$ cat config.mk
export PLATFORM = sky130hd
export DESIGN_NAME = sgb_cell
export DESIGN_NICKNAME = d
export VERILOG_FILES = /design/src/sv/sgb_pkg.sv /design/src/sv/sgb_cell.sv
export SDC_FILE = /design/constraint.sdc
export NUM_CORES = 1
export LEC_CHECK = 0
export BUFFER_PORTS_ARGS = -buffer_cell sky130_fd_sc_hd__buf_4
export CAP_MARGIN = 10
export CORE_UTILIZATION = 38
export CTS_BUF_LIST = sky130_fd_sc_hd__clkbuf_8
export DETAILED_ROUTE_END_ITERATION = 6
export PLACE_DENSITY = 0.84
export SYNTH_ARGS = -nofsm -noshare
export SYNTH_HDL_FRONTEND = slang
export SYNTH_SLANG_ARGS = --single-unit
export TNS_END_PERCENT = 1
$ cat constraint.sdc
create_clock -name clk_i -period 0.8 [get_ports clk_i]
set_clock_uncertainty 0.05 [all_clocks]
set_input_delay 0.04 -clock clk_i [delete_from_list [all_inputs] [get_ports clk_i]]
set_output_delay 0.04 -clock clk_i [all_outputs]
set_load 0.005 [all_outputs]
$ cat src/sv/sgb_pkg.sv
package sgb_pkg;

  localparam int MAX_RADIUS = 5;
  localparam int MAX_WIDTH  = 1024;
  localparam int HIST_ROWS  = 2 * MAX_RADIUS;
  localparam int WIN_LEN    = 2 * MAX_RADIUS + 1;

  localparam int PIX_W     = 8;
  localparam int WGT_W     = 16;
  localparam int RAD_W     = 3;
  localparam int LW_W      = 11;
  localparam int CFG_W     = 16;
  localparam int CFG_IDX_W = 3;
  localparam int COL_W     = $clog2(MAX_WIDTH);
  localparam int ROWS_W    = $clog2(MAX_RADIUS + 1);
  localparam int TIX_W     = $clog2(WIN_LEN);

  // vertical pass: exact sum of up to WIN_LEN weighted pixels
  localparam int VP_PAIR_W = PIX_W + 1;
  localparam int VP_PROD_W = VP_PAIR_W + WGT_W;
  localparam int VS_W      = PIX_W + WGT_W + $clog2(WIN_LEN + 1);

  // horizontal pass
  localparam int HP_PAIR_W = VS_W + 1;
  localparam int HP_PROD_W = HP_PAIR_W + WGT_W;
  localparam int HP_ACC_W  = HP_PROD_W + $clog2(MAX_RADIUS + 1);
  localparam int FRAC_W    = 2 * WGT_W;

  localparam int FIFO_DEPTH = 16;
  localparam int FIFO_AW    = $clog2(FIFO_DEPTH);
  localparam int PEND_W     = $clog2(FIFO_DEPTH + 1);

  localparam logic [CFG_IDX_W-1:0] CFG_RADIUS  = 3'd0;
  localparam logic [CFG_IDX_W-1:0] CFG_WIDTH   = 3'd1;
  localparam logic [CFG_IDX_W-1:0] CFG_WCENTER = 3'd2;

  localparam logic [RAD_W-1:0] RADIUS_RST = 3'd1;
  localparam logic [LW_W-1:0]  WIDTH_RST  = 11'd640;
  localparam logic [WGT_W-1:0] WCENTER_RST = 16'd32768;
  localparam logic [WGT_W-1:0] WDIST1_RST  = 16'd16384;

  localparam logic OP_PIXEL = 1'b0;
  localparam logic OP_FLUSH = 1'b1;

  typedef logic [MAX_RADIUS:0][WGT_W-1:0] weights_t;
  typedef logic [HIST_ROWS-1:0][PIX_W-1:0] hist_t;
  typedef logic [WIN_LEN-1:0][VS_W-1:0] window_t;

  typedef struct packed {
    logic emit;
    logic row_end;
    logic last;
  } tag_t;

  typedef struct packed {
    logic vld;
    logic rpt;
    logic col0;
    tag_t tag;
  } slot_t;

  typedef struct packed {
    logic [PIX_W-1:0] pixel_out;
    logic             row_end;
    logic             last;
  } out_beat_t;

endpackage

$ cat src/sv/sgb_cell.sv
module sgb_cell (
  input  logic                     clk_i,
  input  logic                     rst_ni,
  input  logic                     en_i,
  input  logic                     load_i,
  input  logic [sgb_pkg::VS_W-1:0] fill_i,
  input  logic [sgb_pkg::VS_W-1:0] prev_i,
  output logic [sgb_pkg::VS_W-1:0] value_o
);
  import sgb_pkg::*;

  logic [VS_W-1:0] value_d, value_q;

  // left border loads the whole row of cells with one sum
  assign value_d = load_i ? fill_i : prev_i;
  assign value_o = value_q;

  always_ff @(posedge clk_i or negedge rst_ni) begin
    if (!rst_ni) begin
      value_q <= '0;
    end else if (en_i) begin
      value_q <= value_d;
    end
  end

endmodule

==> implementation parameters <==
Parameter                              Value

Finish
  Total inserted antenna cells    0
  Post-layout utilization of the core    0.699
  Number of flip-flops under the largest register name    28
  Final #Nets    ~270
  Cell area after layout    between 2000 and 2500 µm²
  Fraction of final layout cells sized beyond drive strength 1    0.467
  Area overhead of the layout relative to synthesis    68.7%

Synthesis
  Seq/Total Area, Yosys    0.536
  Gate Count Post-Synth    roughly 120
  Simple logic cell fraction of the synthesized area    0.0805
  Total standard cell area after synthesis    1310 µm²
  Average instance area after synthesis    about 11 µm²
  Library cell with the largest summed area after synthesis    sky130_fd_sc_hd__dfrtp_1
  Post-synthesis xor/xnor area fraction    0
  Synth top area share    0.536
  Share of the synthesized area in compound gates (AO/OA/AOI/OAI)    0.107
  Number of unique standard cell types used by synthesis    9
  Share of synthesized area spent on multiplexers    0.215
  Share of synthesized cell area in full adder, half adder and majority cells    0
  Mapped Nets    about 180
  Area contributors post-synth    sky130_fd_sc_hd__dfrtp_1, sky130_fd_sc_hd__mux2i_1, sky130_fd_sc_hd__a21oi_1
  Number of warnings issued by yosys    0
  Post-synthesis sequential element count    28
  Largest family of logic cells by synthesized area    multiplexers

Flow run
  Number of max-capacitance violations reported    0

STA
  Unrepaired setup endpoints after global routing    true
  Post-route minimum period    898 ps
  Number of slew-limit violations in the final report    0
  Final period util    1.12
  Peak clock frequency supported by timing    about 1.1 GHz
  Number of hold violations in the final report    0
  Number of setup violations in the final report    29
  Worst slew pin tran    358 ps
  Max_slew headroom    0.761
  Smallest setup slack after layout    -98.2 ps
  Total Negative Setup Slacks    -2300 ps
  Final worst hold slack    around 8.2 ps

Placed design
  Detailed Place HPWL    ~2.4 mm
  Placed Instance Area    approximately 2000 µm²
  Placer's final routability congestion estimate    approximately 0.73
  Count of input and output buffers    87

Worst hold path
  HP Class    in2reg

Worst setup path
  Worst path top cell family by delay    flip-flops
  Ordered list of cells on the worst path    buf_6
  Largest fanout on the critical path    2
  FF-to-FF setup slack    -10 ps
  Sort of element at the start of the critical path    flop
  Arrival time reported for the critical path endpoint    810 ps
  Critical Path Slowest Stage Cell    sky130_fd_sc_hd__dfrtp_1
  Critical path buffers and inverters    1
  Category of the worst setup path capture point    output pin
  CP max stage delay    approximately 400 ps
  Worst EP required    about 700 ps
  Type of the setup path with the least slack    reg2out

Die
  Core footprint    between 3000 and 4000 µm²
  Die H    between 60 and 70 µm
  Full die area    3680 µm²
  Effective utilization at floorplan    0.414
  Number of placed I/O pins    a little under 90
  Horiz. Die Dim    approximately 61 µm
  Standard-cell row count    20

Drt
  Number of iterations in the first detailed-routing pass    4
  Number of DRC markers in iteration 0    between 40 and 50
  Routed via count divided by cell count    4.71
  DRC violations left    0
  Wirelength per Cell    around 13 µm
  Count of vias placed by the detailed router    roughly 1200
  Final WL    around 3.3 mm
  Antenna-violating nets left    0

Clock tree
  TritonCTS buffer count    3
  CTS tree    built
  Clk sinks    28
  Clock tree root driver cell    sky130_fd_sc_hd__clkbuf_8
  Bufs on Longest Clock Path    2
  Clock transition time at the flip-flop clock pins of the worst setup and hold paths    approximately 90 ps
  Clock latency reported for the late side of the worst-skew pair    roughly 270 ps
  H-tree depth    1

Power
  Power Dens Cells    around 1600 nW/µm²
  Worst IR Drop VDD    roughly 680 µV
  Leakage power total    1.10 nW

Global route
  First-pass GRT wire length    ~5 mm
  Tot GR Track Use    0.187
  Number of global-route vias before repair    roughly 1200
  Total congestion overflow    0
  Number of antenna violations at the first check in global routing    0
  Pin count of the biggest net entering global routing    31

Outcome
  Violations in the final reports    negative setup slack
  Run status    finished, violations left
report_power, final:
group | switching, mW | leakage [nW] | internal, mW
Sequential | 0.113 | 0.312 | 1.56
Combinational | 0.316 | 0.761 | 0.621
Clock | 0.419 | 0.0288 | 0.440
Total | 0.848 | 1.10 | 2.63
area by class of cell:
| cell class | instances | area [µm²] |
|---|---|---|
| timing repair buffer | 94 | 860 |
| multi-input combinational | 84 | 533 |
| fill | 254 | 950 |
| tap | 44 | 55.1 |
| clock buffer | 4 | 55.1 |
| sequential | 28 | 701 |
layout by cell type (no fill, tap or decap), drive strengths merged:
cell type,n
a21oi,28
buf,93
clkbuf,4
dfrtp,28
dlygate4sd3,1
mux2i,28
nor2,28
repair_timing:
action,4_1_cts,5_1_grt
resized for setup,27,2
cloned,0,0
endpoints found under the setup margin,28,29
hold endpoints to repair,28,0
hold buffers,1,0
setup buffers,1,0
synth_stat cells:
| cell | count |
|---|---|
| sky130_fd_sc_hd__nor2_1 | 28 |
| sky130_fd_sc_hd__a21oi_1 | 28 |
| sky130_fd_sc_hd__buf_6 | 1 |
| sky130_fd_sc_hd__clkbuf_1 | 3 |
| sky130_fd_sc_hd__buf_2 | 2 |
| sky130_fd_sc_hd__mux2i_1 | 28 |
| sky130_fd_sc_hd__buf_4 | 1 |
| sky130_fd_sc_hd__buf_12 | 2 |
| sky130_fd_sc_hd__dfrtp_1 | 28 |
cells by family (layout without fill, tap and decap cells):
logic type,after synthesis,in the layout
compound gates,28,28
mux,28,28
flops,28,28
simple gates,28,28
buf+inv,9,98
through the flow:
step / total power [mW] / setup WS, ps / instances
finish: 3.47 / -98.2 / 254
global route: 3.69 / -141 / 254
CTS: 3.52 / -107 / 254
detailed placement: 2.52 / -3.21 / 248
global placement: 2.50 / 13.0 / 248
floorplan: 1.97 / 45.7 / 121
final timing paths:
path,depth (start not counted),to,from
min,3,value_o[9]$_DFFE_PN0P_,prev_i[9]
max reg2reg,3,value_o[3]$_DFFE_PN0P_,value_o[3]$_DFFE_PN0P_
max,1,value_o[5],value_o[5]$_DFFE_PN0P_
min in group asynchronous,2,value_o[5]$_DFFE_PN0P_,rst_ni
max in group asynchronous,2,value_o[18]$_DFFE_PN0P_,rst_ni
min reg2reg,2,value_o[13]$_DFFE_PN0P_,value_o[13]$_DFFE_PN0P_
per-layer routing:
layer / vias up / wire length [µm] / share of wire / track usage
li1: 591 / - / - / -
met1: 538 / 1370 / 0.42 / 0.226
met2: 65 / 1540 / 0.47 / 0.325
met3: 2 / 334 / 0.10 / 0.0426
met4: 0 / 19 / 0.0058 / 0.0682
met5: - / 0 / 0 / 0
No activity file was read; power rests on OpenSTA's default activity.
